`src/display_init_sequence_interpreter_defines.svh`:
```
// ----------------------------------------------------------------------------
// Display init sequence interpreter: assertion macros
// Concurrent assertion wrappers, compiled out for synthesis.
// ----------------------------------------------------------------------------
`ifndef DISPLAY_INIT_SEQUENCE_INTERPRETER_DEFINES_SVH
`define DISPLAY_INIT_SEQUENCE_INTERPRETER_DEFINES_SVH

`ifndef SYNTHESIS
// Clocked property, disabled while reset is asserted
`define DIS_ASSERT(label, clk, rst_n, prop) \
    label: assert property (@(posedge clk) disable iff (!rst_n) prop) \
        else $error("display init interpreter: assertion failed");
// Clocked property, checked in reset too
`define DIS_ASSERT_ALWAYS(label, clk, prop) \
    label: assert property (@(posedge clk) prop) \
        else $error("display init interpreter: assertion failed");
`else
`define DIS_ASSERT(label, clk, rst_n, prop)
`define DIS_ASSERT_ALWAYS(label, clk, prop)
`endif

`endif

```
`src/dis_pkg.sv`:
```
// ----------------------------------------------------------------------------
// dis_pkg
// Shared widths, action codes and types of the display init interpreter.
// ----------------------------------------------------------------------------
`default_nettype none

package dis_pkg;

    localparam int unsigned SEQ_W     = 8;
    localparam int unsigned KIND_W    = 3;
    localparam int unsigned VAL_W     = 12;
    localparam int unsigned XY_W      = 16;
    localparam int unsigned CFG_IDX_W = 1;
    localparam int unsigned RES_DEPTH = 4;

    // action kinds
    localparam logic [KIND_W-1:0] K_RST  = 3'd0;
    localparam logic [KIND_W-1:0] K_CS   = 3'd1;
    localparam logic [KIND_W-1:0] K_CD   = 3'd2;
    localparam logic [KIND_W-1:0] K_SEND = 3'd3;
    localparam logic [KIND_W-1:0] K_DUS  = 3'd4;
    localparam logic [KIND_W-1:0] K_DMS  = 3'd5;
    localparam logic [KIND_W-1:0] K_END  = 3'd6;
    localparam logic [KIND_W-1:0] K_BAD  = 3'd7;

    // one result item
    typedef struct packed {
        logic [KIND_W-1:0] kind;
        logic [VAL_W-1:0]  value;
        logic              last;
    } t_action;

    // results produced by one accepted item (0, 1 or 2)
    typedef struct packed {
        logic [1:0] cnt;
        t_action    a0;
        t_action    a1;
    } t_push;

endpackage

`default_nettype wire

```
`src/dis_if.sv`:
```
// ----------------------------------------------------------------------------
// dis_if
// Valid/ready channels of the display init interpreter.
// ----------------------------------------------------------------------------
`default_nettype none

// sequence byte channel
interface dis_in_if;
    import dis_pkg::*;
    logic             valid;
    logic             ready;
    logic [SEQ_W-1:0] seq_byte;
    logic             start_req;
    modport source (output valid, output seq_byte, output start_req, input ready);
    modport sink   (input valid, input seq_byte, input start_req, output ready);
endinterface

// action channel
interface dis_out_if;
    import dis_pkg::*;
    logic              valid;
    logic              ready;
    logic [KIND_W-1:0] action_kind;
    logic [VAL_W-1:0]  action_value;
    logic              last_of_run;
    modport source (output valid, output action_kind, output action_value,
                    output last_of_run, input ready);
    modport sink   (input valid, input action_kind, input action_value,
                    input last_of_run, output ready);
endinterface

// register write channel
interface dis_cfg_if;
    import dis_pkg::*;
    logic                 valid;
    logic                 ready;
    logic [CFG_IDX_W-1:0] index;
    logic [XY_W-1:0]      data;
    modport source (output valid, output index, output data, input ready);
    modport sink   (input valid, input index, input data, output ready);
endinterface

`default_nettype wire

```
`src/dis_parse.sv`:
```
// ----------------------------------------------------------------------------
// dis_parse
// Byte decoder: parser state, line tracking and action generation.
// ----------------------------------------------------------------------------
`default_nettype none
`include "display_init_sequence_interpreter_defines.svh"

module dis_parse (
    input  wire logic                     i_clk,
    input  wire logic                     i_rst_n,
    input  wire logic                     i_accept,
    input  wire logic [dis_pkg::SEQ_W-1:0] i_seq_byte,
    input  wire logic                     i_start_req,
    input  wire logic [dis_pkg::XY_W-1:0] i_pixel_x,
    input  wire logic [dis_pkg::XY_W-1:0] i_pixel_y,
    output dis_pkg::t_push                o_push
);
    import dis_pkg::*;

    // opcode high nibbles
    localparam logic [3:0] OP_END    = 4'h0;
    localparam logic [3:0] OP_CMD_LO = 4'h1;
    localparam logic [3:0] OP_CMD_HI = 4'h3;
    localparam logic [3:0] OP_DATA   = 4'h6;
    localparam logic [3:0] OP_CDSTR  = 4'h7;
    localparam logic [3:0] OP_DMS    = 4'h8;
    localparam logic [3:0] OP_DUS    = 4'h9;
    localparam logic [3:0] OP_PX     = 4'hA;
    localparam logic [3:0] OP_PY     = 4'hB;
    localparam logic [3:0] OP_LINE   = 4'hF;

    // line control sub-codes (low nibble >> 2)
    localparam logic [1:0] Q_RST = 2'd0;
    localparam logic [1:0] Q_CS  = 2'd1;
    localparam logic [1:0] Q_CDM = 2'd3;

    // line bit positions
    localparam logic [1:0] LN_RST = 2'd0;
    localparam logic [1:0] LN_CS  = 2'd1;
    localparam logic [1:0] LN_CD  = 2'd2;

    typedef enum logic [3:0] {
        PH_IDLE, PH_OPC, PH_CMD, PH_ARG1, PH_ARG, PH_STR,
        PH_DMS, PH_DUS, PH_MASKX, PH_MASKY, PH_ORX, PH_ORY
    } t_phase;

    t_phase     r_phase, n_phase;
    logic [3:0] r_lo, n_lo;
    logic [1:0] r_cmd, n_cmd;
    logic [3:0] r_other, n_other;
    logic [7:0] r_held, n_held;
    logic [1:0] r_cd_mode, n_cd_mode;
    logic [2:0] r_lvl, n_lvl;
    logic [2:0] r_init, n_init;

    logic [3:0]        hi, lo;
    logic              line_req, line_lvl, line_chg;
    logic [1:0]        line_bit;
    logic [KIND_W-1:0] line_kind;
    logic              snd_req;
    logic [KIND_W-1:0] snd_kind;
    logic [VAL_W-1:0]  snd_val;
    logic [3:0]        other_dec;
    logic [XY_W-1:0]   pos_shift;
    logic [VAL_W-1:0]  dly_cnt;
    t_action           line_act, snd_act;
    logic [1:0]        cnt;

    assign hi        = i_seq_byte[7:4];
    assign lo        = i_seq_byte[3:0];
    assign other_dec = r_other - 4'd1;
    assign dly_cnt   = {r_lo, i_seq_byte};
    assign pos_shift = ((r_phase == PH_ORX) ? i_pixel_x : i_pixel_y) >> r_lo;

    // decode: next state, at most one line change and one further action
    always_comb begin
        n_phase   = r_phase;
        n_lo      = r_lo;
        n_cmd     = r_cmd;
        n_other   = r_other;
        n_held    = r_held;
        n_cd_mode = r_cd_mode;
        line_req  = 1'b0;
        line_bit  = LN_CD;
        line_lvl  = 1'b0;
        snd_req   = 1'b0;
        snd_kind  = K_SEND;
        snd_val   = {4'd0, i_seq_byte};

        if (i_start_req || r_phase == PH_OPC) begin
            n_lo = lo;
            case (hi) inside
                OP_END: begin
                    snd_req  = 1'b1;
                    snd_kind = K_END;
                    snd_val  = '0;
                    n_phase  = PH_IDLE;
                end
                [OP_CMD_LO:OP_CMD_HI]: begin
                    line_req = 1'b1;
                    line_lvl = r_cd_mode[1];
                    n_cmd    = hi[1:0];
                    n_other  = lo;
                    n_phase  = PH_CMD;
                end
                OP_DATA, OP_CDSTR: begin
                    line_req = 1'b1;
                    line_lvl = (hi == OP_DATA) ? r_cd_mode[0] : ~r_cd_mode[1];
                    n_other  = lo;
                    n_phase  = (lo != 4'd0) ? PH_STR : PH_OPC;
                end
                OP_DMS: n_phase = PH_DMS;
                OP_DUS: n_phase = PH_DUS;
                OP_PX:  n_phase = PH_MASKX;
                OP_PY:  n_phase = PH_MASKY;
                OP_LINE: begin
                    case (lo[3:2])
                        Q_RST: begin
                            line_req = 1'b1;
                            line_bit = LN_RST;
                            line_lvl = lo[0];
                        end
                        Q_CS: begin
                            line_req = 1'b1;
                            line_bit = LN_CS;
                            line_lvl = lo[0];
                        end
                        Q_CDM:   n_cd_mode = lo[1:0];
                        default: ;
                    endcase
                    n_phase = PH_OPC;
                end
                default: begin
                    snd_req  = 1'b1;
                    snd_kind = K_BAD;
                    n_phase  = PH_IDLE;
                end
            endcase
        end else begin
            case (r_phase)
                PH_CMD: begin
                    snd_req = 1'b1;
                    n_cmd   = r_cmd - 2'd1;
                    if (r_cmd == 2'd1) begin
                        n_phase = (r_other != 4'd0) ? PH_ARG1 : PH_OPC;
                    end
                end
                PH_ARG1, PH_ARG, PH_STR: begin
                    line_req = (r_phase == PH_ARG1);
                    line_lvl = r_cd_mode[0];
                    snd_req  = 1'b1;
                    n_other  = other_dec;
                    if (other_dec == 4'd0) begin
                        n_phase = PH_OPC;
                    end else begin
                        n_phase = (r_phase == PH_STR) ? PH_STR : PH_ARG;
                    end
                end
                PH_DMS: begin
                    // a zero ms delay gives no action
                    snd_req  = (dly_cnt != '0);
                    snd_kind = K_DMS;
                    snd_val  = dly_cnt;
                    n_phase  = PH_OPC;
                end
                PH_DUS: begin
                    snd_req  = 1'b1;
                    snd_kind = K_DUS;
                    snd_val  = dly_cnt;
                    n_phase  = PH_OPC;
                end
                PH_MASKX, PH_MASKY: begin
                    n_held  = i_seq_byte;
                    n_phase = (r_phase == PH_MASKX) ? PH_ORX : PH_ORY;
                end
                PH_ORX, PH_ORY: begin
                    line_req = 1'b1;
                    line_lvl = r_cd_mode[0];
                    snd_req  = 1'b1;
                    snd_val  = {4'd0, (pos_shift[7:0] & r_held) | i_seq_byte};
                    n_phase  = PH_OPC;
                end
                default: n_phase = PH_IDLE;
            endcase
        end
    end

    // line tracking: emit only on first use or a level change
    always_comb begin
        line_chg = line_req && (!r_init[line_bit] || (r_lvl[line_bit] != line_lvl));
        n_lvl    = r_lvl;
        n_init   = r_init;
        if (line_chg) begin
            n_lvl[line_bit]  = line_lvl;
            n_init[line_bit] = 1'b1;
        end
        case (line_bit)
            LN_RST:  line_kind = K_RST;
            LN_CS:   line_kind = K_CS;
            default: line_kind = K_CD;
        endcase
    end

    // pack results, last flag on the final one
    always_comb begin
        cnt            = {1'b0, line_chg} + {1'b0, snd_req};
        line_act.kind  = line_kind;
        line_act.value = {{(VAL_W-1){1'b0}}, line_lvl};
        line_act.last  = !snd_req;
        snd_act.kind   = snd_kind;
        snd_act.value  = snd_val;
        snd_act.last   = 1'b1;
        o_push.cnt     = i_accept ? cnt : 2'd0;
        o_push.a0      = line_chg ? line_act : snd_act;
        o_push.a1      = snd_act;
    end

    // parser state
    always_ff @(posedge i_clk) begin
        if (!i_rst_n) begin
            r_phase   <= PH_IDLE;
            r_lo      <= '0;
            r_cmd     <= '0;
            r_other   <= '0;
            r_held    <= '0;
            r_cd_mode <= '0;
            r_lvl     <= '0;
            r_init    <= '0;
        end else if (i_accept) begin
            r_phase   <= n_phase;
            r_lo      <= n_lo;
            r_cmd     <= n_cmd;
            r_other   <= n_other;
            r_held    <= n_held;
            r_cd_mode <= n_cd_mode;
            r_lvl     <= n_lvl;
            r_init    <= n_init;
        end
    end

    // a line holds a level only once it has been driven
    `DIS_ASSERT(a_lvl_init, i_clk, i_rst_n, (r_lvl & ~r_init) == 3'd0)
    // an end marker parks the parser
    `DIS_ASSERT(a_end_idle, i_clk, i_rst_n, (i_accept && i_start_req && i_seq_byte[7:4] == OP_END) |=> (r_phase == PH_IDLE))
    // two results: a line change first, then the final action
    `DIS_ASSERT(a_pair_order, i_clk, i_rst_n, (o_push.cnt == 2'd2) |-> (o_push.a0.kind <= K_CD && !o_push.a0.last && o_push.a1.last))
    // never three results
    `DIS_ASSERT(a_cnt_max, i_clk, i_rst_n, o_push.cnt != 2'd3)

endmodule

`default_nettype wire

```
`src/dis_rfifo.sv`:
```
// ----------------------------------------------------------------------------
// dis_rfifo
// Small result queue: up to two writes and one read per cycle.
// ----------------------------------------------------------------------------
`default_nettype none

module dis_rfifo #(
    parameter int unsigned DEPTH = dis_pkg::RES_DEPTH
) (
    input  wire logic       i_clk,
    input  wire logic       i_rst_n,
    input  wire dis_pkg::t_push i_push,
    input  wire logic       i_pop,
    output dis_pkg::t_action o_head,
    output logic            o_valid,
    output logic            o_room2
);
    import dis_pkg::*;

    localparam int unsigned PW = (DEPTH > 1) ? $clog2(DEPTH) : 1;
    localparam int unsigned CW = $clog2(DEPTH + 1);

    t_action        r_mem [DEPTH];
    logic [PW-1:0]  r_wr, n_wr, wr_1;
    logic [PW-1:0]  r_rd, n_rd;
    logic [CW-1:0]  r_cnt, n_cnt;

    function automatic logic [PW-1:0] f_inc(input logic [PW-1:0] p);
        return (p == PW'(DEPTH - 1)) ? '0 : p + 1'b1;
    endfunction

    assign wr_1    = f_inc(r_wr);
    assign o_head  = r_mem[r_rd];
    assign o_valid = (r_cnt != '0);
    assign o_room2 = (r_cnt <= CW'(DEPTH - 2));

    // pointer and fill updates
    always_comb begin
        case (i_push.cnt)
            2'd1:    n_wr = wr_1;
            2'd2:    n_wr = f_inc(wr_1);
            default: n_wr = r_wr;
        endcase
        n_rd  = i_pop ? f_inc(r_rd) : r_rd;
        n_cnt = r_cnt + CW'(i_push.cnt) - CW'(i_pop);
    end

    // storage
    always_ff @(posedge i_clk) begin
        if (i_push.cnt != 2'd0) begin
            r_mem[r_wr] <= i_push.a0;
        end
        if (i_push.cnt == 2'd2) begin
            r_mem[wr_1] <= i_push.a1;
        end
    end

    always_ff @(posedge i_clk) begin
        if (!i_rst_n) begin
            r_wr  <= '0;
            r_rd  <= '0;
            r_cnt <= '0;
        end else begin
            r_wr  <= n_wr;
            r_rd  <= n_rd;
            r_cnt <= n_cnt;
        end
    end

endmodule

`default_nettype wire

```
`src/display_init_sequence_interpreter.sv`:
```
// ----------------------------------------------------------------------------
// display_init_sequence_interpreter
// Decodes a byte-coded display init sequence into line, send and delay actions.
// ----------------------------------------------------------------------------
//  channel   dir   payload                                      handshake
//  i_in      in    seq_byte[7:0], start_req                     valid/ready
//  o_out     out   action_kind[2:0], action_value[11:0],        valid/ready
//                  last_of_run
//  i_cfg     in    index[0] (0 pixel_x, 1 pixel_y), data[15:0]  valid/ready
//
//  One byte is decoded per cycle while i_in.ready is high; its actions are
//  written into the result queue and leave on o_out in order, behind older ones.
//  i_in.ready drops while the result queue holds more than DEPTH-2 actions;
//  output stalls back up into the queue only. i_cfg is always ready.
//  Synchronous reset: parser idle, lines uninitialized, queue empty.
// ----------------------------------------------------------------------------
`default_nettype none

module display_init_sequence_interpreter #(
    parameter int unsigned RES_DEPTH = dis_pkg::RES_DEPTH
) (
    input  wire logic  i_clk,
    input  wire logic  i_rst_n,
    dis_in_if.sink     i_in,
    dis_out_if.source  o_out,
    dis_cfg_if.sink    i_cfg
);
    import dis_pkg::*;

    localparam logic [CFG_IDX_W-1:0] CFG_PIXEL_X = 1'd0;
    localparam logic [CFG_IDX_W-1:0] CFG_PIXEL_Y = 1'd1;

    logic            [XY_W-1:0] r_pixel_x;
    logic            [XY_W-1:0] r_pixel_y;
    logic            in_accept;
    logic            room2;
    t_push           push;
    t_action         head;

    assign i_in.ready = room2;
    assign in_accept  = i_in.valid && room2;
    assign i_cfg.ready = 1'b1;

    // configuration registers
    always_ff @(posedge i_clk) begin
        if (!i_rst_n) begin
            r_pixel_x <= '0;
            r_pixel_y <= '0;
        end else if (i_cfg.valid) begin
            case (i_cfg.index)
                CFG_PIXEL_X: r_pixel_x <= i_cfg.data;
                CFG_PIXEL_Y: r_pixel_y <= i_cfg.data;
                default:     ;
            endcase
        end
    end

    // decoder
    dis_parse u_parse (
        .i_clk       (i_clk),
        .i_rst_n     (i_rst_n),
        .i_accept    (in_accept),
        .i_seq_byte  (i_in.seq_byte),
        .i_start_req (i_in.start_req),
        .i_pixel_x   (r_pixel_x),
        .i_pixel_y   (r_pixel_y),
        .o_push      (push)
    );

    // result queue
    dis_rfifo #(
        .DEPTH (RES_DEPTH)
    ) u_rfifo (
        .i_clk   (i_clk),
        .i_rst_n (i_rst_n),
        .i_push  (push),
        .i_pop   (o_out.valid && o_out.ready),
        .o_head  (head),
        .o_valid (o_out.valid),
        .o_room2 (room2)
    );

    assign o_out.action_kind  = head.kind;
    assign o_out.action_value = head.value;
    assign o_out.last_of_run  = head.last;

endmodule

`default_nettype wire
```
`src/flat_wrapper.sv`:
```
// flat-port wrapper written by rule: the top's interface ports become plain ports
module display_init_sequence_interpreter_flat import dis_pkg::*;
#(
    parameter int unsigned RES_DEPTH = dis_pkg::RES_DEPTH
)
  (i_clk, i_rst_n, i_in_valid, i_in_seq_byte, i_in_start_req, i_in_ready, o_out_valid, o_out_action_kind, o_out_action_value, o_out_last_of_run, o_out_ready, i_cfg_valid, i_cfg_index, i_cfg_data, i_cfg_ready);
  dis_in_if i_in_i ();
  dis_out_if o_out_i ();
  dis_cfg_if i_cfg_i ();
  input  wire logic i_clk;
  input  wire logic i_rst_n;
  input wire logic [$bits(i_in_i.valid)-1:0] i_in_valid;
  input wire logic [$bits(i_in_i.seq_byte)-1:0] i_in_seq_byte;
  input wire logic [$bits(i_in_i.start_req)-1:0] i_in_start_req;
  output wire logic [$bits(i_in_i.ready)-1:0] i_in_ready;
  output wire logic [$bits(o_out_i.valid)-1:0] o_out_valid;
  output wire logic [$bits(o_out_i.action_kind)-1:0] o_out_action_kind;
  output wire logic [$bits(o_out_i.action_value)-1:0] o_out_action_value;
  output wire logic [$bits(o_out_i.last_of_run)-1:0] o_out_last_of_run;
  input wire logic [$bits(o_out_i.ready)-1:0] o_out_ready;
  input wire logic [$bits(i_cfg_i.valid)-1:0] i_cfg_valid;
  input wire logic [$bits(i_cfg_i.index)-1:0] i_cfg_index;
  input wire logic [$bits(i_cfg_i.data)-1:0] i_cfg_data;
  output wire logic [$bits(i_cfg_i.ready)-1:0] i_cfg_ready;
  assign i_in_i.valid = i_in_valid;
  assign i_in_i.seq_byte = i_in_seq_byte;
  assign i_in_i.start_req = i_in_start_req;
  assign i_in_ready = i_in_i.ready;
  assign o_out_valid = o_out_i.valid;
  assign o_out_action_kind = o_out_i.action_kind;
  assign o_out_action_value = o_out_i.action_value;
  assign o_out_last_of_run = o_out_i.last_of_run;
  assign o_out_i.ready = o_out_ready;
  assign i_cfg_i.valid = i_cfg_valid;
  assign i_cfg_i.index = i_cfg_index;
  assign i_cfg_i.data = i_cfg_data;
  assign i_cfg_ready = i_cfg_i.ready;
  display_init_sequence_interpreter #(.RES_DEPTH(RES_DEPTH)) u_core (.i_clk(i_clk), .i_rst_n(i_rst_n), .i_in(i_in_i), .o_out(o_out_i), .i_cfg(i_cfg_i));
endmodule
```
`config.mk`:
```
export PLATFORM = sky130hd
export DESIGN_NAME = display_init_sequence_interpreter_flat
export DESIGN_NICKNAME = d
export VERILOG_FILES = /design/src/dis_pkg.sv /design/src/dis_if.sv /design/src/dis_parse.sv /design/src/dis_rfifo.sv /design/src/display_init_sequence_interpreter.sv /design/src/flat_wrapper.sv
export VERILOG_INCLUDE_DIRS = /design/src /design/src/src
export SDC_FILE = /design/constraint.sdc
export NUM_CORES = 1
export LEC_CHECK = 0
export BUFFER_PORTS_ARGS = -buffer_cell sky130_fd_sc_hd__buf_2
export CORE_AREA = 5 5 153 155
export DETAILED_ROUTE_END_ITERATION = 8
export DIE_AREA = 0 0 158 160
export HOLD_SLACK_MARGIN = 0.03
export SLEW_MARGIN = 20
export SYNTH_ARGS = -nofsm -noshare
export SYNTH_HDL_FRONTEND = slang
export SYNTH_SLANG_ARGS = --single-unit
```
`constraint.sdc`:
```
create_clock -name i_clk -period 10.8 [get_ports i_clk]
set_input_delay 1.62 -clock i_clk [delete_from_list [all_inputs] [get_ports i_clk]]
set_output_delay 1.62 -clock i_clk [all_outputs]
set_load 0.05 [all_outputs]
```
After elaboration in Yosys (flattened, before gate mapping):

Memories as Yosys holds them, arrays and structs flattened. A register that Yosys moved wholly into a read port is not among the register bits.
Cells that the tools add are included.

* add/subtract/negate cells: 8
* order comparisons: 5
* eq/ne operators: 32
* shift operators: 1
* mux-type cells: 102
* bitwise gates (word level): 13
* reduce and logical (&&, ||, !) cells: 39

Operators with widths (number)
* two-way mux 4 bit: 14
* two-way mux 1 bit: 41
* two-way mux 2 bit: 20
* equality test 4 bit (second input constant): 9
* two-way mux 3 bit: 11
* two-way mux 16 bit: 2
* equality test 4 x 3 -> 1 bit (second input constant): 6
* case mux 12 bit (2 select lines): 1
* case mux 4 bit (4 select lines): 1
* >> shifter 16 x 4 -> 8 bit: 1
* two-way mux 12 bit: 1
* case mux 2 bit (2 select lines): 3
* nonzero test 12 bit: 1
* AND reduction 11 bit: 1
* equality test 2 bit (second input constant): 5
* inverter 1 bit: 10
* AND reduction 2 bit: 5
* OR reduction 2 bit: 5
* bitwise AND 8 bit: 1
* equality test 2 x 1 -> 1 bit (second input constant): 4
* equality test 4 x 2 -> 1 bit (second input constant): 2
* zero test 4 bit: 2
* two-way mux 8 bit: 1
* OR 8 bit: 1
* 36 further kinds: 52

* flip-flop bits (word level): 69
* memory bits (writable): 64
* input port bits: 31
* output and inout bits: 19
* word-level logic and storage cells: 214
* memories: 1

Memories
* u_core.u_rfifo.r_mem: words 4, bits a word 16, rd ports 1, clocked after memory_dff 1, write ports 2, RTL line dis_rfifo.sv:23 `t_action r_mem [DEPTH];`

Depth between registers and ports, before layout:

Gate-level depths: netlist (run 1).

* depth after elaboration: 21
* depth in mapped cells: 16
* gate-level depth less buffers: 15

Cells and area by module:

A second synthesis (run 1) with hierarchy kept.

* cell total of the unflattened synthesis: 764
* area, all modules: 8331.7 µm²

By module, submodules not included
* dis_rfifo: times used 1, cells each 217, area an instance 3768.6 µm², seq. area each 2102.0 µm²
* dis_parse: times used 1, cells each 420, area an instance 3293.2 µm², seq. area each 600.6 µm²
* display_init_sequence_interpreter: times used 1, cells each 127, area an instance 1270.0 µm², seq. area each 640.6 µm²

Worst setup path before layout (run 1):

OpenSTA, ideal clock, no wires.

* kind: in2reg
* start: in i_in_seq_byte[6]
* end: reg u_core.u_rfifo.r_cnt[2]
* setup time: 0.115 ns
* arrival: 4.621 ns
* data required time: 10.685 ns
* slack: 6.064 ns
* stages: 16
* path buffers: 1
* path through: buf_2 -> and4_4 -> o211ai_4 -> mux2i_1 -> or4_4 -> nand3_2 -> inv_2 -> ha_1 -> nand2_1 -> ha_1 -> inv_1 -> ha_1 -> fa_1 -> xnor2_1 -> xnor2_1 -> and2_1

* longest elaborated chain between the ends: 19
* elaborated cells between the ends (all ways): 63
* classes of those cells: 3 x add/sub; 2 x order compare; 8 x eq/ne; 43 x mux; 7 x reduce/logical

Ends and longest elaborated chain
* start, declared: RTL line flat_wrapper.sv:13 `input wire logic [$bits(i_in_i.seq_byte)-1:0] i_in_seq_byte;`
* equality test 4 bit (no line)
* two-way mux 2 bit (8 in series): RTL line dis_parse.sv:92 `case (hi) inside`
* two-way mux 2 bit: RTL line dis_parse.sv:90 `if (i_start_req || r_phase == PH_OPC) begin`
* binary-select mux 1 bit (select 2 bit): RTL line dis_parse.sv:190 `line_chg = line_req && (!r_init[line_bit] || (r_lvl[line_bit] != line_lvl));`
* two-way mux 1 bit (implied by the code): RTL line dis_parse.sv:190
* != test 1 bit or zero test 1 bit (tied branches): RTL line dis_parse.sv:190
* logical OR 1 bit: RTL line dis_parse.sv:190
* logical AND 1 bit: RTL line dis_parse.sv:190
* adder 1 x 1 -> 2 bit *: RTL line dis_parse.sv:206 `cnt = {1'b0, line_chg} + {1'b0, snd_req};`
* two-way mux 2 bit *: RTL line dis_parse.sv:213 `o_push.cnt = i_accept ? cnt : 2'd0;`
* adder 3 x 2 -> 3 bit *: RTL line dis_rfifo.sv:45 `n_cnt = r_cnt + CW'(i_push.cnt) - CW'(i_pop);`
* subtractor 3 x 1 -> 3 bit *: RTL line dis_rfifo.sv:45
* end signal, assigned: RTL line dis_rfifo.sv:66 `r_cnt <= n_cnt;`
* end, declared: RTL line dis_rfifo.sv:26 `logic [CW-1:0] r_cnt, n_cnt;`

Every way passes the cells marked *; elsewhere a longest branch is shown, timed or not. The select of a mux whose other input is x is not followed.
A chain may end at the register's enable or synchronous reset.

==> flow_metrics.env, run 1 <==
export IMPL_cp_data_arrival_time_ns=5.50
export IMPL_unrepaired_setup_endpoints_after_global_routing="no"
export IMPL_dpl_hpwl_um=12800
export IMPL_tightestPinTransition_ns=1.11
export IMPL_route_final_wire_length_um=18300
export IMPL_area_growth_pct=13.8
export IMPL_cts_hold_repair_buffers=0
export IMPL_clockPowerShare=0.337
export IMPL_critical_path_endpoint_type="register"
export IMPL_ctsRootBufferMaster="clkbuf_16"
export IMPL_synth_ff_type="dfxtp_1"
export IMPL_gp_congestion=0.835
export IMPL_peak_supply_drop_v=0.0000960
export IMPL_critPathKind="in -> reg"
export IMPL_setup_reg_to_reg_worst_slack_ns=6.03
export IMPL_core_rowCount=54
export IMPL_postSynth_asyncResetShare=0
export IMPL_fin_setup_tns_ns=0
export IMPL_floorplan_io_pins=50
export IMPL_floorplan_initialDensity=0.347
export IMPL_rr_endpoint="u_core.u_rfifo.r_mem[3][13]$_DFFE_PP_"
export IMPL_drt_vias_per_instance=5.25
export IMPL_number_of_violations_of_the_max_capacitance_limit=0
export IMPL_synth_net_count=813
export IMPL_finalNonFillerCells=1080
export IMPL_achievable_frequency_mhz=186
export IMPL_setup_worst_path_end="u_core.u_rfifo.r_mem[3][13]$_DFFE_PP_"
export IMPL_crit_path_start_kind="input pin"
export IMPL_internal_power_uw=1170
export IMPL_grt_pass1_vias=5598
export IMPL_fraction_of_final_layout_cells_sized_beyond_drive_strength_1=0.170
export IMPL_tritoncts="yes"
export IMPL_p_leak_uw=0.00300
export IMPL_finalNetCount=835
export IMPL_clock_skew_ns=0.00821
export IMPL_drc_errors=0
export IMPL_critPathMaxFanout=13
export IMPL_crit_start="i_in_start_req"
export IMPL_numPortBuffers=48
export IMPL_timing_max_slew_rel_slack=0.263
export IMPL_seq_power_share=0.367
export IMPL_first_iter_violations=465
export IMPL_hold_class="reg -> reg"
export IMPL_period_needed_ns=5.38
export IMPL_die_width_um=158
export IMPL_yosysWarningCount=0
export IMPL_portion_of_the_post_synthesis_area_used_by_sequential_elements=0.439
export IMPL_die_area_um2=25300
export IMPL_rr_startpoint="u_core.u_parse.r_phase[0]$_SDFFE_PN0P_"
export IMPL_comb_power_share=0.296
export IMPL_drt_antenna_violating_nets=0
export IMPL_synth_cell_area_um2=7520
export IMPL_insertedDiodeCount=0
export IMPL_detailroute_via_count=5667
export IMPL_core_um2=21700
export IMPL_global_route_overflow_total=0
export IMPL_cts_bufs_inserted=17
export IMPL_post_cts_gate_resize_count=0
export IMPL_grt_max_degree=71
export IMPL_power_total_uw=1800
export IMPL_avgSynthCellArea_um2=9.83
export IMPL_post_synth_inst_count=765
export IMPL_drt_first_pass_iters=5
export IMPL_fillCellCount=2155
export IMPL_setup_viol_count_final=0
export IMPL_dpl_cell_count=1048
export IMPL_timing_reg2reg_worst_path_depth=12
export IMPL_status="finished, final reports clean"
export IMPL_cts_htree_levels=4
export IMPL_wl_per_cell_um=16.9
export IMPL_synth_edff_count=60
export IMPL_most_used_cells_in_the_layout_excluding_fill_and_tap_cells="nand2_1 (135), dfxtp_1 (75), nor2_1 (69)"
export IMPL_ctsLongestPathBuffers=2
export IMPL_clk_transition_reported_paths_ns=0.06
export IMPL_final_common_cell="nand2_1"
export IMPL_cts_setup_buffers=0
export IMPL_cellPowerDensity_nw_per_um2=211
export IMPL_sw_frac_of_total=0.353
export IMPL_fp_dieH_um=160
export IMPL_clock_sink_count=135
export IMPL_netsw_uw=636
export IMPL_insertion_delay_ns=0.43
export IMPL_layout_worst_path_cycle_share=0.498
export IMPL_synth_seq_cells=135
export IMPL_cp_data_required_time_ns=10.92
export IMPL_count_of_distinct_cell_types_in_the_synthesized_netlist=73
export IMPL_wire_length_of_the_first_global_routing_pass_um=30000
export IMPL_timing_final_hold_violations=0
export IMPL_number_of_antenna_violations_at_the_first_check_in_global_routing=1
export IMPL_grt_use_total=0.149
export IMPL_timing_final_max_slew_violations=0
## cells by family after synthesis
group	synth area share
simple gates	0.199
fa+ha+maj	0.0293
other cells	0.000499
xor+xnor	0.00349
compound gates	0.145
buf+inv	0.0412
flops	0.439
mux	0.142
## cell type report
class	instances	area (um^2)	share of cell area
inverter	20	75.1	0.00877
clock inverter	14	185	0.0216
timing repair buffer	56	300	0.0351
multi-input combinational	557	3920	0.458
sequential	135	3300	0.386
clock buffer	18	429	0.0501
tap	280	350	0.0409
## flip-flops by register name (all words and copies together) (netlist names), 3 cells and up, named ones only
register / flops
u_core.u_rfifo.r_mem: 64
u_core.r_pixel_x: 16
u_core.r_pixel_y: 16
u_core.u_parse.r_held: 8
u_core.u_parse.r_lo: 4
u_core.u_parse.r_other: 4
u_core.u_parse.r_phase: 4
u_core.u_parse.r_init: 3
u_core.u_parse.r_lvl: 3
u_core.u_rfifo.r_cnt: 3
## critical path: stages
cell and delay [ns]:
buf_2 0.19, nor2_1 0.71, a2111oi_4 0.13, or4_4 0.57
nand3_2 0.16, inv_2 0.10, ha_1 0.28, nand2_1 0.09
ha_1 0.34, nand2_1 0.19, a21boi_1 0.90, o22ai_1 0.20
## layer usage
metal	global-route usage	up-vias	share of wire
li1	-	2790	-
met2	0.236	121	0.48
met1	0.200	2725	0.46
met3	0.0344	29	0.044
met5	0	-	0.00038
met4	0.0504	2	0.018
## through the flow
stage                     hold slack, ns  utilization  area [um^2]  setup WS (ns)
after floorplan                    0.432            -         7520           6.06
after global placement             0.444        0.366         7940           5.11
after detailed placement           0.450        0.366         7940           5.04
after CTS                          0.460        0.394         8550           5.48
after global routing               0.489        0.395         8560           5.17
final                              0.457        0.395         8560           5.42
## synth_stat cells (3+ instances only)
library cell | instances | area, um^2
a31oi_1 | 6 | 37.5
inv_1 | 18 | 67.6
mux4_2 | 29 | 653
mux2i_1 | 38 | 380
o22ai_1 | 7 | 43.8
nor3_1 | 8 | 40.0
nand3b_1 | 4 | 30.0
dfxtp_1 | 75 | 1500
a21oi_1 | 16 | 80.1
a211oi_1 | 3 | 22.5
nor4_1 | 5 | 31.3
edfxtp_1 | 60 | 1800
or3_1 | 5 | 31.3
a21boi_0 | 47 | 353
buf_2 | 11 | 55.1
a21boi_1 | 3 | 22.5
and2_1 | 15 | 93.8
and3_1 | 3 | 18.8
o211ai_1 | 6 | 45.0
nand2b_1 | 10 | 62.6
nand3_1 | 20 | 100
o21a_1 | 4 | 30.0
nand2_1 | 135 | 507
ha_1 | 16 | 200
o211a_1 | 4 | 40.0
o221ai_1 | 3 | 26.3
mux2_2 | 3 | 33.8
nor2_1 | 69 | 259
clkbuf_1 | 37 | 139
nor2b_1 | 23 | 144
a22oi_1 | 5 | 37.5
nand4_1 | 4 | 25.0
a311oi_1 | 3 | 26.3
o21ai_0 | 23 | 115
## power groups by stage
stage	Sequential, uW	Combinational [uW]	Clock, uW
2_1_floorplan	642	441	0
3_3_place_gp	671	538	0
3_5_place_dp	674	539	0
4_1_cts	663	541	617
5_1_grt	672	584	639
6_report	662	534	607
## how the worst min path moves through the flow
| stage | startpoint | to | slack [ns] | cells after the start |
|---|---|---|---|---|
| after global routing | u_core.u_parse.r_init[1]$_SDFFE_PN0P_ | u_core.u_parse.r_init[1]$_SDFFE_PN0P_ | 0.49 | 2 |
| after CTS | u_core.u_parse.r_init[1]$_SDFFE_PN0P_ | u_core.u_parse.r_init[1]$_SDFFE_PN0P_ | 0.46 | 2 |
| final | u_core.u_parse.r_init[1]$_SDFFE_PN0P_ | u_core.u_parse.r_init[1]$_SDFFE_PN0P_ | 0.46 | 2 |
| after global placement | u_core.u_parse.r_init[1]$_SDFFE_PN0P_ | u_core.u_parse.r_init[1]$_SDFFE_PN0P_ | 0.44 | 2 |
| after floorplan | u_core.u_parse.r_init[1]$_SDFFE_PN0P_ | u_core.u_parse.r_init[1]$_SDFFE_PN0P_ | 0.43 | 2 |
| after detailed placement | u_core.u_parse.r_init[1]$_SDFFE_PN0P_ | u_core.u_parse.r_init[1]$_SDFFE_PN0P_ | 0.45 | 2 |
Power figures use the tool's default switching activity.
==> run 2: changes to the inputs <==
==> constraint.sdc (replaced) <==
create_clock -name i_clk -period 4.42 [get_ports i_clk]
set_input_delay 0.663 -clock i_clk [delete_from_list [all_inputs] [get_ports i_clk]]
set_output_delay 0.663 -clock i_clk [all_outputs]
set_load 0.05 [all_outputs]
==> flow_metrics.env, run 2 (synthesis gave the netlist of run 1 again) <==
export IMPL_dpl_hpwl_um=12800
export IMPL_final_common_cell="nand2_1"
export IMPL_p_leak_uw=0.00307
export IMPL_cts_htree_levels=4
export IMPL_tritoncts="yes"
export IMPL_post_cts_gate_resize_count=0
export IMPL_post_route_cell_area_um2=8680
export IMPL_numPortBuffers=48
export IMPL_peak_supply_drop_v=0.000222
export IMPL_clock_sink_count=135
export IMPL_grt_max_degree=56
export IMPL_grt_use_total=0.146
export IMPL_rr_startpoint="u_core.u_parse.r_phase[2]$_SDFFE_PN0P_"
export IMPL_holdWs_ns=0.458
export IMPL_placedInstanceArea_um2=8090
export IMPL_fin_setup_tns_ns=0
export IMPL_die_area_um2=25300
export IMPL_drc_errors=0
export IMPL_netsw_uw=1570
export IMPL_wl_per_cell_um=16.6
export IMPL_ctsLongestPathBuffers=2
export IMPL_hold_class="reg -> reg"
export IMPL_die_width_um=158
export IMPL_cellPowerDensity_nw_per_um2=506
export IMPL_clk_transition_reported_paths_ns=0.06
export IMPL_cts_bufs_inserted=17
export IMPL_hold_start="u_core.u_parse.r_lvl[0]$_SDFFE_PN0P_"
export IMPL_fp_dieH_um=160
export IMPL_core_rowCount=54
export IMPL_timing_critical_path_cells="nor4b_4 -> or2_1 -> a21oi_1 -> or4_4 -> nand3_2 -> inv_2 -> ha_1 -> nand2_1 -> ha_1 -> inv_1 -> ha_1 -> fa_1 -> xnor2_1 -> xnor2_1 -> and2_1"
export IMPL_timing_final_max_slew_violations=0
export IMPL_crit_start="u_core.u_parse.r_phase[2]$_SDFFE_PN0P_"
export IMPL_seq_power_share=0.360
export IMPL_floorplan_io_pins=50
export IMPL_setup_viol_count_final=0
export IMPL_drt_antenna_violating_nets=0
export IMPL_comb_power_share=0.314
export IMPL_gp_congestion=0.830
export IMPL_status="finished, final reports clean"
export IMPL_fillCellCount=2106
export IMPL_area_growth_pct=15.4
export IMPL_critPathKind="reg -> reg"
export IMPL_final_core_utilization=0.400
export IMPL_detailroute_via_count=5683
export IMPL_clock_skew_ns=0.0129
export IMPL_timing_critical_path_buf_inv=2
export IMPL_tightestPinTransition_ns=0.837
export IMPL_critPathMostFrequentCell="ha_1"
export IMPL_ctsRootBufferMaster="clkbuf_16"
export IMPL_cp_data_arrival_time_ns=4.20
export IMPL_fraction_of_final_layout_cells_sized_beyond_drive_strength_1=0.188
export IMPL_floorplan_initialDensity=0.347
export IMPL_wire_length_of_the_first_global_routing_pass_um=29200
export IMPL_critical_path_slowest_cell="or4_4"
export IMPL_internal_power_uw=2820
export IMPL_drt_first_pass_iters=5
export IMPL_unrepaired_setup_endpoints_after_global_routing="no"
export IMPL_sw_frac_of_total=0.357
export IMPL_cts_hold_repair_buffers=0
export IMPL_cp_data_required_time_ns=4.74
export IMPL_drt_vias_per_instance=5.17
export IMPL_largest_register_ffs=64
export IMPL_route_final_wire_length_um=18200
export IMPL_cpLargestDelayFamily="simple AND/OR/NAND/NOR gates"
export IMPL_achievable_frequency_mhz=258
export IMPL_crit_path_start_kind="register"
export IMPL_insertedDiodeCount=0
export IMPL_insertion_delay_ns=0.43
export IMPL_grt_pass1_vias=5391
export IMPL_timing_max_slew_rel_slack=0.442
export IMPL_cts_setup_buffers=0
export IMPL_number_of_antenna_violations_at_the_first_check_in_global_routing=1
export IMPL_global_route_overflow_total=0
export IMPL_number_of_violations_of_the_max_capacitance_limit=0
export IMPL_first_iter_violations=391
export IMPL_setup_reg_to_reg_worst_slack_ns=0.54
export IMPL_layout_worst_path_cycle_share=0.877
export IMPL_finalNetCount=855
export IMPL_max_flop_register="u_core.u_rfifo.r_mem"
export IMPL_most_used_cells_in_the_layout_excluding_fill_and_tap_cells="nand2_1 (135), dfxtp_1 (75), nor2_1 (69)"
export IMPL_critPathMaxFanout=15
export IMPL_maximum_cell_stage_delay_along_the_critical_path_ns=0.52
export IMPL_critical_path_endpoint_type="register"
export IMPL_period_needed_ns=3.88
export IMPL_layout_top_registers="u_core.u_rfifo.r_mem: 64 flops, u_core.r_pixel_x: 16 flops, u_core.r_pixel_y: 16 flops"
export IMPL_core_um2=21700
export IMPL_clockPowerShare=0.327
export IMPL_timing_final_hold_violations=0
## run 2: power by group through the flow
stage | Combinational, uW | Clock, uW | Sequential (uW)
2_1_floorplan | 1080 | 0 | 1570
3_3_place_gp | 1380 | 0 | 1600
3_5_place_dp | 1390 | 0 | 1610
4_1_cts | 1390 | 1460 | 1580
5_1_grt | 1500 | 1520 | 1600
6_report | 1380 | 1430 | 1580
## run 2: layout make-up
type	count	area, um^2	share of cell area
well taps	280	350	0.0404
inverters	20	75.1	0.00865
clock inverters	14	163	0.0187
clock buffers	18	429	0.0494
repair buffers	76	450	0.0519
flip-flops and latches	135	3300	0.381
multi-input cells	557	3910	0.450
## run 2: layer usage
layer	wire length, um	up-vias	track usage
met2	8450	136	0.227
met1	8600	2688	0.198
met3	912	24	0.0371
li1	-	2833	-
met5	13	-	0
met4	266	2	0.0489
## run 2: final timing paths
check,cells past startpoint,endpoint
max,15,u_core.u_rfifo.r_cnt[2]$_SDFF_PN0_
min reg2reg,2,u_core.u_parse.r_lvl[0]$_SDFFE_PN0P_
min,2,u_core.u_parse.r_lvl[0]$_SDFFE_PN0P_
max reg2reg,15,u_core.u_rfifo.r_cnt[2]$_SDFF_PN0_
## run 2: stage by stage
step / setup WS (ns) / total power, uW / instances
after floorplan: 0.641 / 2650 / 765
after global placement: 0.436 / 2990 / 1068
after detailed placement: 0.366 / 2990 / 1068
after CTS: 0.548 / 4430 / 1100
after global routing: 0.329 / 4620 / 1100
final: 0.543 / 4390 / 1100
## run 2: worst min-delay path, cell delays in order (launching register included)
cell	delay (ns)
dfxtp_1	0.31
nand2_1	0.05
mux2i_1	0.05
==> run 3: changes to the inputs <==
--- a/config.mk
+++ b/config.mk
@@ -11,6 +11,7 @@
 export DETAILED_ROUTE_END_ITERATION = 8
 export DIE_AREA = 0 0 158 160
 export HOLD_SLACK_MARGIN = 0.03
+export REMOVE_ABC_BUFFERS = 1
 export SLEW_MARGIN = 20
 export SYNTH_ARGS = -nofsm -noshare
 export SYNTH_HDL_FRONTEND = slang
==> flow_metrics.env, run 3 (synthesis gave the netlist of run 1 again) <==
export IMPL_die_width_um=158
export IMPL_period_needed_ns=3.85
export IMPL_cts_htree_levels=4
export IMPL_timing_final_max_slew_violations=0
export IMPL_drt_antenna_violating_nets=0
export IMPL_setup_reg_to_reg_worst_slack_ns=0.57
export IMPL_pre_cts_ws_ns=0.403
export IMPL_final_common_cell="nand2_1"
export IMPL_cts_hold_repair_buffers=0
export IMPL_critPathMaxFanout=15
export IMPL_status="finished, final reports clean"
export IMPL_most_used_cells_in_the_layout_excluding_fill_and_tap_cells="nand2_1 (135), dfxtp_1 (75), nor2_1 (69)"
export IMPL_grt_pass1_vias=5546
export IMPL_clock_skew_ns=0.0104
export IMPL_route_final_wire_length_um=18500
export IMPL_dpl_cell_count=1072
export IMPL_finalNonFillerCells=1104
export IMPL_hold_class="reg -> reg"
export IMPL_ctsLongestPathBuffers=2
export IMPL_tightestPinTransition_ns=0.854
export IMPL_clock_sink_count=135
export IMPL_critPathKind="reg -> reg"
export IMPL_ctsRootBufferMaster="clkbuf_16"
export IMPL_cts_bufs_inserted=17
export IMPL_drt_first_pass_iters=5
export IMPL_critical_path_endpoint_type="register"
export IMPL_power_total_uw=4500
export IMPL_setup_viol_count_final=0
export IMPL_tritoncts="yes"
export IMPL_insertion_delay_ns=0.42
export IMPL_cp_data_arrival_time_ns=4.17
export IMPL_core_rowCount=54
export IMPL_grt_max_degree=39
export IMPL_finalNetCount=859
export IMPL_global_route_overflow_total=0
export IMPL_drc_errors=0
export IMPL_timing_max_slew_rel_slack=0.430
export IMPL_number_of_antenna_violations_at_the_first_check_in_global_routing=0
export IMPL_timing_final_hold_violations=0
export IMPL_first_iter_violations=417
export IMPL_fin_setup_tns_ns=0
export IMPL_layout_worst_path_cycle_share=0.871
export IMPL_floorplan_initialDensity=0.347
export IMPL_final_critical_path_setup_slack_ns=0.572
export IMPL_wire_length_of_the_first_global_routing_pass_um=29700
export IMPL_grt_use_total=0.148
export IMPL_detailroute_via_count=5739
export IMPL_gp_congestion=0.828
export IMPL_peak_supply_drop_v=0.000262
export IMPL_core_um2=21700
export IMPL_largest_register_ffs=64
export IMPL_number_of_violations_of_the_max_capacitance_limit=0
export IMPL_die_area_um2=25300
export IMPL_fp_dieH_um=160
export IMPL_clk_transition_reported_paths_ns=0.06
export IMPL_cp_data_required_time_ns=4.74
export IMPL_area_growth_pct=16.4
export IMPL_comb_power_share=0.306
export IMPL_max_flop_register="u_core.u_rfifo.r_mem"
export IMPL_p_leak_uw=0.00312
export IMPL_post_cts_gate_resize_count=0
export IMPL_clockPowerShare=0.343
export IMPL_numPortBuffers=48
export IMPL_internal_power_uw=2940
export IMPL_crit_path_start_kind="register"
export IMPL_layout_top_registers="u_core.u_rfifo.r_mem: 64 flops, u_core.r_pixel_x: 16 flops, u_core.r_pixel_y: 16 flops"
export IMPL_seq_power_share=0.351
export IMPL_netsw_uw=1560
export IMPL_drt_vias_per_instance=5.20
export IMPL_wl_per_cell_um=16.7
export IMPL_sw_frac_of_total=0.347
export IMPL_fraction_of_final_layout_cells_sized_beyond_drive_strength_1=0.193
export IMPL_unrepaired_setup_endpoints_after_global_routing="no"
export IMPL_insertedDiodeCount=0
export IMPL_cellPowerDensity_nw_per_um2=514
export IMPL_floorplan_io_pins=50
export IMPL_dpl_hpwl_um=13200
export IMPL_achievable_frequency_mhz=260
export IMPL_cts_setup_buffers=0
==> run 3: changes by cell type in the layout (fill, tap and decap cells not counted), sizes merged <==
cell,change
clkinv,+1
bufinv,+2
inv,+1
clkinvlp,-3
clkbuf,-1
buf,+4
==> run 3: worst paths after layout <==
| check | start | endpoint | depth (start not counted) |
|---|---|---|---|
| max | u_core.u_parse.r_phase[2]$_SDFFE_PN0P_ | u_core.u_rfifo.r_cnt[2]$_SDFF_PN0_ | 15 |
| min | u_core.u_parse.r_init[1]$_SDFFE_PN0P_ | u_core.u_parse.r_init[1]$_SDFFE_PN0P_ | 2 |
| max reg2reg | u_core.u_parse.r_phase[2]$_SDFFE_PN0P_ | u_core.u_rfifo.r_cnt[2]$_SDFF_PN0_ | 15 |
| min reg2reg | u_core.u_parse.r_init[1]$_SDFFE_PN0P_ | u_core.u_parse.r_init[1]$_SDFFE_PN0P_ | 2 |
==> run 3: power groups by stage <==
stage	sequential [uW]	combinational (uW)	clock (uW)
detailed placement	1610	1390	0
finish	1580	1380	1540
global route	1600	1510	1640
floorplan	1630	971	0
CTS	1580	1400	1580
global placement	1600	1380	0
==> run 3: routing by layer <==
| layer | vias to the layer above | track usage | wire [um] |
|---|---|---|---|
| li1 | 2846 | - | - |
| met1 | 2730 | 0.202 | 8500 |
| met2 | 141 | 0.229 | 8640 |
| met3 | 22 | 0.0419 | 989 |
| met4 | 0 | 0.0411 | 341 |
| met5 | - | 0 | 0 |
==> run 3: final cells by class <==
class	count	area [um^2]
clock buffer	17	425
clock inverter	15	214
fill	2134	12900
inverter	20	75.1
tap	280	350
timing repair buffer	80	480
sequential	135	3300
multi-input combinational	557	3910
==> run 3: critical path, cell delays in order, from the launching register on <==
cell,delay (ns)
dfxtp_1,0.47
nor4b_4,0.47
o211ai_4,0.19
mux2i_1,0.16
or4_4,0.56
nand3_2,0.15
inv_2,0.09
ha_1,0.28
nand2_1,0.08
ha_1,0.29
inv_1,0.04
ha_1,0.19
fa_1,0.37
xnor2_1,0.15
xnor2_1,0.12
and2_1,0.14
==> run 3: through the flow <==
stage / util / cell area [um^2] / hold WS (ns)
2_1_floorplan: - / 7290 / 0.432
6_report: 0.404 / 8760 / 0.458
5_1_grt: 0.404 / 8760 / 0.480
3_5_place_dp: 0.374 / 8120 / 0.451
3_3_place_gp: 0.374 / 8120 / 0.444
4_1_cts: 0.404 / 8760 / 0.460
